<file path="config.mk">
export PLATFORM = sky130hd
export DESIGN_NAME = rgb_led_pwm_frame_encoder
export DESIGN_NICKNAME = d
export VERILOG_FILES = /design/src/rtl/rlpfe_pkg.sv /design/src/rtl/rgb_led_pwm_frame_encoder.sv /design/src/rtl/rlpfe_cfg_regs.sv /design/src/rtl/rlpfe_frame_engine.sv
export SDC_FILE = /design/constraint.sdc
export NUM_CORES = 1
export LEC_CHECK = 0
export BUFFER_PORTS_ARGS = -buffer_cell sky130_fd_sc_hd__buf_4
export CAP_MARGIN = 20
export CORE_ASPECT_RATIO = 0.6
export CORE_MARGIN = 1.5
export CORE_UTILIZATION = 60
export DETAILED_ROUTE_END_ITERATION = 8
export PLACE_DENSITY_LB_ADDON = 0.2
export SLEW_MARGIN = 20
export SYNTH_ARGS = -nofsm -noshare
export SYNTH_HDL_FRONTEND = slang
export SYNTH_SLANG_ARGS = --single-unit
export TNS_END_PERCENT = 30
</file>
<file path="constraint.sdc">
create_clock -name clk -period 19.8 [get_ports clk]
set_input_delay 0.99 -clock clk [delete_from_list [all_inputs] [get_ports clk]]
set_output_delay 0.99 -clock clk [all_outputs]
set_load 0.02 [all_outputs]
</file>
<file path="src/rtl/rlpfe_pkg.sv">
// Shared types, constants and helpers for the RGB LED PWM frame encoder.
// No dependencies; imported by every module of the block.
`timescale 1ns / 1ps

package rlpfe_pkg;

    localparam int DATA_BITS   = 24;
    localparam int RESET_SLOTS = 80;
    localparam int FRAME_SLOTS = DATA_BITS + RESET_SLOTS;
    localparam int SLOT_W      = $clog2(FRAME_SLOTS);
    localparam int CH_W        = 8;
    localparam int DUTY_W      = 16;
    localparam int CFG_IDX_W   = 8;
    localparam int CFG_DATA_W  = 16;

    localparam logic [SLOT_W-1:0] LAST_SLOT = SLOT_W'(FRAME_SLOTS - 1);
    localparam logic [SLOT_W-1:0] DATA_END  = SLOT_W'(DATA_BITS);

    // item commands
    localparam logic CMD_SET_COLOR = 1'b0;
    localparam logic CMD_TICK      = 1'b1;

    // register indexes
    localparam logic [CFG_IDX_W-1:0] REG_BRIGHTNESS = CFG_IDX_W'(0);
    localparam logic [CFG_IDX_W-1:0] REG_ORDER_RGB  = CFG_IDX_W'(1);
    localparam logic [CFG_IDX_W-1:0] REG_ONE_DUTY   = CFG_IDX_W'(2);
    localparam logic [CFG_IDX_W-1:0] REG_ZERO_DUTY  = CFG_IDX_W'(3);

    localparam logic [CH_W-1:0]   BRIGHTNESS_RST = 8'd255;
    localparam logic              ORDER_RGB_RST  = 1'b0;
    localparam logic [DUTY_W-1:0] ONE_DUTY_RST   = 16'd136;
    localparam logic [DUTY_W-1:0] ZERO_DUTY_RST  = 16'd68;

    typedef struct packed {
        logic [CH_W-1:0]   brightness_level;
        logic              order_rgb;
        logic [DUTY_W-1:0] one_duty;
        logic [DUTY_W-1:0] zero_duty;
    } cfg_t;

    typedef struct packed {
        logic            cmd;
        logic [CH_W-1:0] red;
        logic [CH_W-1:0] green;
        logic [CH_W-1:0] blue;
    } item_t;

    // round(c*b/255) == (c*b+127)/255 for 8-bit operands
    function automatic logic [CH_W-1:0] scale_channel(
        input logic [CH_W-1:0] c,
        input logic [CH_W-1:0] b
    );
        logic [2*CH_W:0] t;
        logic [2*CH_W:0] s;
        t = (2*CH_W+1)'(c * b) + (2*CH_W+1)'(128);
        s = t + (t >> CH_W);
        return s[2*CH_W-1:CH_W];
    endfunction

endpackage

</file>
<file path="src/rtl/rgb_led_pwm_frame_encoder.sv">
// Top level of the RGB LED PWM frame encoder: input register and handshakes.
// Depends on rlpfe_pkg, rlpfe_cfg_regs and rlpfe_frame_engine.
`timescale 1ns / 1ps

//  channel | handshake            | payload
//  --------+----------------------+------------------------------
//  in      | in_valid / in_stall  | cmd, red, green, blue
//  out     | out_valid / out_stall| duty, active, frame_end
//  cfg     | cfg_valid / cfg_ready| cfg_index, cfg_data
//
//  One item per cycle sustained while the result side is not stalled; a tick's
//  result passes through the input register, then the result register.
//  Set-color items produce no result. cfg_ready is always high.
//  out_stall holds the result register and stalls the input register;
//  the input side keeps accepting while the input register is empty.
//  rst_n clears all control state; the first frame after reset sends black.

module rgb_led_pwm_frame_encoder
    import rlpfe_pkg::*;
(
    input  logic                  clk,
    input  logic                  rst_n,
    input  logic                  in_valid,
    output logic                  in_stall,
    input  logic                  cmd,
    input  logic [CH_W-1:0]       red,
    input  logic [CH_W-1:0]       green,
    input  logic [CH_W-1:0]       blue,
    output logic                  out_valid,
    input  logic                  out_stall,
    output logic [DUTY_W-1:0]     duty,
    output logic                  active,
    output logic                  frame_end,
    input  logic                  cfg_valid,
    output logic                  cfg_ready,
    input  logic [CFG_IDX_W-1:0]  cfg_index,
    input  logic [CFG_DATA_W-1:0] cfg_data
);

    cfg_t  cfg;
    item_t item_reg, item_next;
    logic  s1_valid_reg, s1_valid_next;
    logic  advance;
    logic  accept;

    assign cfg_ready = 1'b1;

    rlpfe_cfg_regs u_cfg_regs (
        .clk      (clk),
        .rst_n    (rst_n),
        .wr_en    (cfg_valid && cfg_ready),
        .wr_index (cfg_index),
        .wr_data  (cfg_data),
        .cfg      (cfg)
    );

    assign advance  = !out_valid || !out_stall;
    assign in_stall = s1_valid_reg && !advance;
    assign accept   = in_valid && !in_stall;

    always_comb
    begin
        s1_valid_next = s1_valid_reg;
        item_next     = item_reg;
        if (advance || !s1_valid_reg)
        begin
            s1_valid_next = in_valid;
        end
        if (accept)
        begin
            item_next.cmd   = cmd;
            item_next.red   = red;
            item_next.green = green;
            item_next.blue  = blue;
        end
    end

    always_ff @(posedge clk or negedge rst_n)
    begin
        if (!rst_n)
        begin
            s1_valid_reg <= 1'b0;
        end
        else
        begin
            s1_valid_reg <= s1_valid_next;
        end
    end

    always_ff @(posedge clk)
    begin
        item_reg <= item_next;
    end

    rlpfe_frame_engine u_engine (
        .clk           (clk),
        .rst_n         (rst_n),
        .cfg           (cfg),
        .advance       (advance),
        .item_valid    (s1_valid_reg),
        .item          (item_reg),
        .res_valid     (out_valid),
        .res_duty      (duty),
        .res_active    (active),
        .res_frame_end (frame_end)
    );

endmodule

</file>
<file path="src/rtl/rlpfe_cfg_regs.sv">
// Configuration register file of the RGB LED PWM frame encoder.
// Depends on rlpfe_pkg.
`timescale 1ns / 1ps

module rlpfe_cfg_regs
    import rlpfe_pkg::*;
(
    input  logic                  clk,
    input  logic                  rst_n,
    input  logic                  wr_en,
    input  logic [CFG_IDX_W-1:0]  wr_index,
    input  logic [CFG_DATA_W-1:0] wr_data,
    output cfg_t                  cfg
);

    cfg_t cfg_reg;
    cfg_t cfg_next;

    always_comb
    begin
        cfg_next = cfg_reg;
        if (wr_en)
        begin
            case (wr_index)
                REG_BRIGHTNESS: cfg_next.brightness_level = wr_data[CH_W-1:0];
                REG_ORDER_RGB:  cfg_next.order_rgb        = wr_data[0];
                REG_ONE_DUTY:   cfg_next.one_duty         = wr_data[DUTY_W-1:0];
                REG_ZERO_DUTY:  cfg_next.zero_duty        = wr_data[DUTY_W-1:0];
                default:        cfg_next = cfg_reg;
            endcase
        end
    end

    always_ff @(posedge clk or negedge rst_n)
    begin
        if (!rst_n)
        begin
            cfg_reg.brightness_level <= BRIGHTNESS_RST;
            cfg_reg.order_rgb        <= ORDER_RGB_RST;
            cfg_reg.one_duty         <= ONE_DUTY_RST;
            cfg_reg.zero_duty        <= ZERO_DUTY_RST;
        end
        else
        begin
            cfg_reg <= cfg_next;
        end
    end

    assign cfg = cfg_reg;

endmodule

</file>
<file path="src/rtl/rlpfe_frame_engine.sv">
// Frame state, color scaling/packing, slot sequencing and the result register.
// Depends on rlpfe_pkg.
`timescale 1ns / 1ps

module rlpfe_frame_engine
    import rlpfe_pkg::*;
(
    input  logic              clk,
    input  logic              rst_n,
    input  cfg_t              cfg,
    input  logic              advance,
    input  logic              item_valid,
    input  item_t             item,
    output logic              res_valid,
    output logic [DUTY_W-1:0] res_duty,
    output logic              res_active,
    output logic              res_frame_end
);

    logic [CH_W-1:0]      red_reg, red_next;
    logic [CH_W-1:0]      green_reg, green_next;
    logic [CH_W-1:0]      blue_reg, blue_next;
    logic                 pending_reg, pending_next;
    logic                 sending_reg, sending_next;
    logic [DATA_BITS-1:0] word_reg, word_next;
    logic [SLOT_W-1:0]    slot_reg, slot_next;

    logic                 out_valid_reg, out_valid_next;
    logic [DUTY_W-1:0]    out_duty_reg, out_duty_next;
    logic                 out_active_reg, out_active_next;
    logic                 out_fend_reg, out_fend_next;

    logic                 step;
    logic                 tick;
    logic                 start;
    logic                 sending_now;
    logic                 last;
    logic [CH_W-1:0]      r_s, g_s, b_s;
    logic [DATA_BITS-1:0] word_start;
    logic [DATA_BITS-1:0] word_cur;
    logic [SLOT_W-1:0]    slot_cur;

    always_comb
    begin
        step  = advance && item_valid;
        tick  = step && (item.cmd == CMD_TICK);
        start = tick && !sending_reg && pending_reg;

        r_s = scale_channel(red_reg, cfg.brightness_level);
        g_s = scale_channel(green_reg, cfg.brightness_level);
        b_s = scale_channel(blue_reg, cfg.brightness_level);
        word_start = cfg.order_rgb ? {r_s, g_s, b_s} : {g_s, r_s, b_s};

        sending_now = sending_reg || start;
        word_cur    = start ? word_start : word_reg;
        slot_cur    = start ? '0 : slot_reg;
        last        = sending_now && (slot_cur >= LAST_SLOT);

        red_next     = red_reg;
        green_next   = green_reg;
        blue_next    = blue_reg;
        pending_next = pending_reg;
        sending_next = sending_reg;
        word_next    = word_reg;
        slot_next    = slot_reg;

        if (step && (item.cmd == CMD_SET_COLOR))
        begin
            red_next     = item.red;
            green_next   = item.green;
            blue_next    = item.blue;
            pending_next = 1'b1;
        end
        else if (tick)
        begin
            if (start)
            begin
                pending_next = 1'b0;
            end
            if (sending_now)
            begin
                // frame word shifts out MSB first
                word_next    = word_cur << 1;
                sending_next = !last;
                slot_next    = last ? '0 : slot_cur + SLOT_W'(1);
            end
        end

        out_valid_next  = out_valid_reg;
        out_duty_next   = out_duty_reg;
        out_active_next = out_active_reg;
        out_fend_next   = out_fend_reg;
        if (advance)
        begin
            out_valid_next  = tick;
            out_active_next = sending_now;
            out_fend_next   = last;
            if (sending_now && (slot_cur < DATA_END))
            begin
                out_duty_next = word_cur[DATA_BITS-1] ? cfg.one_duty : cfg.zero_duty;
            end
            else
            begin
                out_duty_next = '0;
            end
        end
    end

    always_ff @(posedge clk or negedge rst_n)
    begin
        if (!rst_n)
        begin
            red_reg       <= '0;
            green_reg     <= '0;
            blue_reg      <= '0;
            pending_reg   <= 1'b1;
            sending_reg   <= 1'b0;
            word_reg      <= '0;
            slot_reg      <= '0;
            out_valid_reg <= 1'b0;
        end
        else
        begin
            red_reg       <= red_next;
            green_reg     <= green_next;
            blue_reg      <= blue_next;
            pending_reg   <= pending_next;
            sending_reg   <= sending_next;
            word_reg      <= word_next;
            slot_reg      <= slot_next;
            out_valid_reg <= out_valid_next;
        end
    end

    always_ff @(posedge clk)
    begin
        out_duty_reg   <= out_duty_next;
        out_active_reg <= out_active_next;
        out_fend_reg   <= out_fend_next;
    end

    assign res_valid     = out_valid_reg;
    assign res_duty      = out_duty_reg;
    assign res_active    = out_active_reg;
    assign res_frame_end = out_fend_reg;

endmodule

</file>
==> results of run 1 <==
## worst min-delay path by stage
stage	depth (start not counted)	slack, ns	end
floorplan	2	0.44	u_engine.slot_reg[0]$_DFFE_PN0P_
global placement	1	0.46	u_engine.green_reg[2]$_DFFE_PN0P_
detailed placement	1	0.46	u_engine.green_reg[2]$_DFFE_PN0P_
CTS	1	0.47	u_engine.word_reg[11]$_DFFE_PN0P_
global route	1	0.49	u_engine.slot_reg[0]$_DFFE_PN0P_
finish	1	0.47	u_engine.slot_reg[4]$_DFFE_PN0P_
## final cells by class
| type | instances | area, um2 |
|---|---|---|
| inverters | 195 | 732 |
| clock buffers | 19 | 433 |
| repair buffers | 83 | 623 |
| flip-flops and latches | 142 | 3780 |
| well taps | 308 | 385 |
| fillers | 1742 | 7040 |
| multi-input cells | 1017 | 9250 |
| clock inverters | 13 | 140 |
## placed cells by master (no fill, tap or decap), drive strengths merged, types with 6 or more instances in the layout
cell	instances
inv	196
ha	154
and2	149
fa	111
nand2	94
dfrtp	86
buf	83
mux2	68
o21ai	56
nor2	48
nand3	44
edfxtp	43
a21oi	38
xnor2	22
clkbuf	19
a21boi	18
xor2	15
nor3	15
a21o	14
dfstp	13
o21a	11
a211oi	10
nor2b	9
o311ai	9
clkinv	9
nand2b	8
a31oi	8
or2	8
and3	6
mux2i	6
o31ai	6
o22ai	6
a211o	6
a221oi	6
## kinds of logic (layout without fill, tap and decap cells)
kind of cell	count (synthesis)	in the layout
XOR/XNOR	38	38
flip-flops	142	142
AND/OR/NAND/NOR	408	408
multiplexers	74	74
buffers and inverters	234	310
adder cells (fa/ha/maj)	265	265
other	1	1
AO/OA/AOI/OAI	231	231
## where the power goes
group / internal, uW / total (uW) / switching, uW
clock network: 186 / 321 / 135
registers: 358 / 429 / 71.1
logic: 147 / 353 / 206
total: 691 / 1100 / 412
## stage by stage
stage / hold slack [ns] / util [%] / cells / power (uW)
2_1_floorplan: 0.440 / - / 1393 / 652
3_3_place_gp: 0.462 / 66.0 / 1745 / 766
3_5_place_dp: 0.462 / 66.0 / 1745 / 778
4_1_cts: 0.475 / 68.6 / 1777 / 1100
5_1_grt: 0.489 / 68.6 / 1777 / 1160
6_report: 0.471 / 68.6 / 1777 / 1100
## routing by layer
layer | share of wire [%] | track usage [%]
met4 | 0.90 | 5.26
met2 | 42 | 41.7
met3 | 8.0 | 7.20
met1 | 49 | 45.9
met5 | 0 | 0
==> run_results.csv, run 1 <==
group,metric,value,unit
cells_and_area,area_delta_synth_final,10.1,%
synthesis,synth-xor-area-share,2.50,%
synthesis,yosys_warnings,0,
timing,slew_headroom,27.4,%
cells_and_area,antenna_cells,0,
grt,grt.total_usage,29.5,%
timing,rsz0062_at_grt,"false",
timing,final-hold-violation-count,0,
timing,fin_skew,0.00885,ns
clock_tree,cts_sinks,142,
grt,grt_max_degree,71,
synthesis,synth_top_area_share,15.9,%
die,num_io_pins,75,
clock_tree,cts_tree,"done",
synthesis,synthAdderAreaFrac,29.8,%
synthesis,ys_ff_latch,142,
status,status,"finished clean",
grt,grt_pass1_vias,10263,
place,portBuffers,73,
drt,remaining_drc_errors,0,
setup_path,r2r_slack,12.05,ns
clock_tree,root_buffer,"clkbuf_16",
timing,layout_min_cycle_time,7.75,ns
synthesis,synth_top_family_by_area,"adder cells",
power,p_per_area,71.9,nW/um2
place,dp_hpwl,25700,um
die,row_count,42,
setup_path,crit_start,"u_cfg_regs.cfg[33]$_DFFE_PN1P_",
setup_path,slowest_stage,"o211ai_2",
setup_path,arrival,8.04,ns
synthesis,synth_top_area_cell,"fa_1",
clock_tree,cts_setup_buffers,0,
drt,wirelength,33300,um
setup_path,required,20.09,ns
clock_tree,cts_resized,0,
clock_tree,cts_made_buffers,17,
synthesis,synthMuxAreaShare,5.95,%
synthesis,synth_area,13900,um2
setup_path,critPathKind,"flop to flop",
timing,finalCritPeriodShare,39.1,%
drt,antenna_left,0,
setup_path,r2r_start,"u_cfg_regs.cfg[33]$_DFFE_PN1P_",
synthesis,synth_simple_gate_area_share,15.7,%
synthesis,syn_inst,1393,
die,die-height,121,um
synthesis,synth_cell_type_count,91,
timing,fmax,129,MHz
setup_path,path_delay_family,"compound AO/OA/AOI/OAI gates",
clock_tree,cts.path.max_buffers,2,
cells_and_area,final_nets,1775,
grt,grt.overflow.total,0,
setup_path,crit_buf_inv,4,
setup_path,crit_cells,25,
drt,drt_iter0_drc,854,
clock_tree,clk_pin_slew,0.07,ns
drt,first_pass_iters,5,
setup_path,crit_path_end_kind,"flop",
grt,grt_pass1_wl,54300,um
timing,setup_tns,0,ns
synthesis,synth_area_leaders,"fa_1 16%, dfrtp_1 15%, ha_1 14%",
place,place.gp.congestion,0.919,
setup_path,r2r_end,"u_engine.res_duty[1]$_SDFFCE_PN0P_",
timing,maxSlewViolCount,0,
place,pre_cts_ws,12.18,ns
synthesis,avgSynthCellArea,10.0,um2
drt,routed_via_density,5.92,
setup_path,endpoint,"u_engine.res_duty[1]$_SDFFCE_PN0P_",
timing,setup_slack,12.05,ns
synthesis,yosysSeqAreaShare,27.2,%
die,die_w,200,um
power,irDropWorstVdd,0.0551,mV
power,power_leakage,0.00770,uW
die,core_area,22400,um2
cells_and_area,largest_reg_flops,41,
synthesis,synth-compound-area-share,12.4,%
clock_tree,htreeDepth,4,
setup_path,path_max_fanout,25,
drt,vias,10514,
cells_and_area,layout-drive-gt1-share,16.6,%
clock_tree,postCtsHoldBufs,0,
timing,worstMarginPinSlew,1.07,ns
timing,setup_viol,0,
synthesis,async_flop_share,69.7,%
synthesis,synthFlopType,"dfrtp_1",
cells_and_area,fin_area,15300,um2
die,start_util,62.3,%
setup_path,slowest_delay,0.81,ns
setup_path,ff2ff_path_depth,25,
clock_tree,insertion_delay,0.45,ns
hold_path,min_path_type,"input pin to async pin",
synthesis,synth_edf_count,43,
place,placed_area,14800,um2
synthesis,ys_top_cells_by_count,"194 x inv_1, 154 x ha_1, 147 x and2_1",
synthesis,yosysMostFrequentCell,"inv_1",
synthesis,postSynthNetCount,1712,
setup_path,worstSetupStartpointType,"flop",
run,cap_violations,0,
die,dieArea,24200,um2
grt,grt_antenna_before_repair,0,
drt,wl_per_cell,18.7,um
(Power assumes the default switching activity.)
==> run 2: changes to the inputs <==
- clock period: 19.8 -> 7.9 ns (I/O delays scaled with it)
==> run 2 against run 1 <==
Effect of this change:
- clock power increased to 2.7 times the previous value
- non-clock buffer count rose by 10
- via count up 0.53%
- die area did not move
- utilization is 0.60 points higher
- critical path depth increased by 1
- total power grew to 2.6 times the previous value
- largest cell class unchanged
==> run_results.csv, run 2 (synthesis gave the netlist of run 1 again) <==
group,metric,value,unit
die,num_io_pins,75,
power,switchingPower,1030,uW
timing,setup_tns,0,ns
drt,first_pass_iters,5,
setup_path,critPathKind,"flop to flop",
drt,wirelength,33800,um
grt,grt_pass1_wl,54800,um
cells_and_area,layout-drive-gt1-share,17.2,%
hold_path,min_from,"blue[7]",
setup_path,worstSetupStartpointType,"flop",
clock_tree,cts_tree,"done",
setup_path,arrival,7.75,ns
drt,wl_per_cell,18.9,um
setup_path,crit_path_end_kind,"flop",
die,row_count,42,
grt,grt_max_degree,79,
grt,grt.total_usage,29.8,%
timing,slew_headroom,32.2,%
drt,remaining_drc_errors,0,
drt,drt_iter0_drc,807,
clock_tree,cts_setup_buffers,0,
power,seqPwrFrac,37.6,%
grt,grt_pass1_vias,10292,
power,clkPwrFrac,30.9,%
place,pre_cts_ws,0.555,ns
cells_and_area,area_delta_synth_final,11.1,%
drt,antenna_left,0,
power,p_per_area,183,nW/um2
place,portBuffers,73,
drt,routed_via_density,5.91,
clock_tree,cts.path.max_buffers,2,
clock_tree,cts_sinks,142,
timing,fin_skew,0.00903,ns
hold_path,min_path_type,"input pin to flop",
timing,fmax,134,MHz
clock_tree,clk_pin_slew,0.07,ns
die,die-height,121,um
timing,final-hold-violation-count,0,
cells_and_area,fin_area,15500,um2
power,power_leakage,0.00777,uW
status,status,"finished clean",
timing,setup_slack,0.446,ns
place,placed_area,14800,um2
power,p_int,1810,uW
die,die_w,200,um
die,start_util,62.3,%
clock_tree,htreeDepth,4,
clock_tree,cts_resized,0,
cells_and_area,largest_reg_flops,41,
place,place.gp.congestion,0.880,
setup_path,path_max_fanout,25,
power,p_comb_share,31.5,%
power,irDropWorstVdd,0.140,mV
setup_path,r2r_slack,0.45,ns
cells_and_area,final_cell_mix,"194 x inv_1, 154 x ha_1, 147 x and2_1",
timing,rsz0062_at_grt,"false",
die,dieArea,24200,um2
run,cap_violations,0,
timing,maxSlewViolCount,0,
setup_path,r2r_start,"u_cfg_regs.cfg[35]$_DFFE_PN1P_",
cells_and_area,final_nets,1785,
setup_path,crit_start,"u_cfg_regs.cfg[35]$_DFFE_PN1P_",
timing,worstMarginPinSlew,1.01,ns
timing,setup_viol,0,
clock_tree,cts_made_buffers,17,
grt,grt_antenna_before_repair,0,
timing,finalCritPeriodShare,94.4,%
clock_tree,postCtsHoldBufs,1,
die,core_area,22400,um2
setup_path,required,8.20,ns
clock_tree,root_buffer,"clkbuf_16",
grt,grt.overflow.total,0,
clock_tree,insertion_delay,0.45,ns
cells_and_area,antenna_cells,0,
cells_and_area,final_common_cell,"inv_1",
cells_and_area,fill_cells,1743,
power,swShare,36.3,%
place,dp_hpwl,25900,um
timing,layout_min_cycle_time,7.45,ns
cells_and_area,final_core_util,69.2,%
drt,vias,10570,
-- run 2: final cells by class --
| type | instances | area, um2 | share of cell area [%] |
|---|---|---|---|
| Tap cell | 308 | 385 | 2.49 |
| Timing Repair Buffer | 93 | 704 | 4.55 |
| Sequential cell | 142 | 3780 | 24.4 |
| Clock inverter | 14 | 188 | 1.21 |
| Multi-Input combinational cell | 1017 | 9250 | 59.7 |
| Inverter | 195 | 732 | 4.73 |
| Clock buffer | 18 | 439 | 2.84 |
-- run 2: metal layers --
metal | vias to the layer above | track usage, % | routed length (um)
li1 | 4885 | - | -
met5 | - | 0 | 0
met2 | 383 | 42.6 | 14400
met1 | 5265 | 45.4 | 16100
met4 | 0 | 6.58 | 454
met3 | 37 | 7.42 | 2790
-- run 2: per-stage QoR --
| step | hold WS, ns | power, uW | std cells |
|---|---|---|---|
| final | 0.119 | 2840 | 1787 |
| after global routing | 0.102 | 3000 | 1787 |
| after CTS | 0.0957 | 2840 | 1787 |
| after detailed placement | 0.327 | 1950 | 1754 |
| after global placement | 0.323 | 1920 | 1754 |
| after floorplan | 0.0994 | 1630 | 1393 |
-- run 2: worst max-delay path, cell delays in order (launching register included) --
cell,delay [ns]
dfstp_2,0.77
nand2_1,0.12
fa_1,0.48
fa_1,0.53
inv_1,0.06
fa_1,0.53
inv_1,0.05
fa_1,0.47
inv_1,0.04
ha_1,0.33
a21o_1,0.21
a21o_1,0.18
o21ai_0,0.16
a211oi_1,0.65
inv_1,0.15
ha_1,0.31
o21a_1,0.10
o21ai_0,0.23
nor2_1,0.10
a2111o_1,0.41
o311ai_1,0.13
nor3_2,0.13
o21a_2,0.26
o211ai_2,0.37
buf_4,0.29
o21ai_2,0.08
a21boi_2,0.15
-- run 2: final timing paths --
| path | to | depth (start not counted) |
|---|---|---|
| setup / recovery | u_engine.res_duty[11]$_SDFFCE_PN0P_ | 26 |
| max in group asynchronous | u_engine.blue_reg[1]$_DFFE_PN0P_ | 3 |
| hold / removal | item_reg[7]$_DFFE_PP_ | 1 |
| hold reg to reg | u_engine.red_reg[5]$_DFFE_PN0P_ | 1 |
| min in group asynchronous | u_engine.slot_reg[3]$_DFFE_PN0P_ | 2 |
| setup reg to reg | u_engine.res_duty[11]$_SDFFCE_PN0P_ | 26 |
-- run 2: power groups by stage --
stage                     combinational [uW]  sequential, uW  clock [uW]
after global routing                     998            1080         916
after floorplan                          625            1010           0
after global placement                   850            1070           0
after CTS                                888            1060         887
after detailed placement                 880            1070           0
final                                    893            1070         876
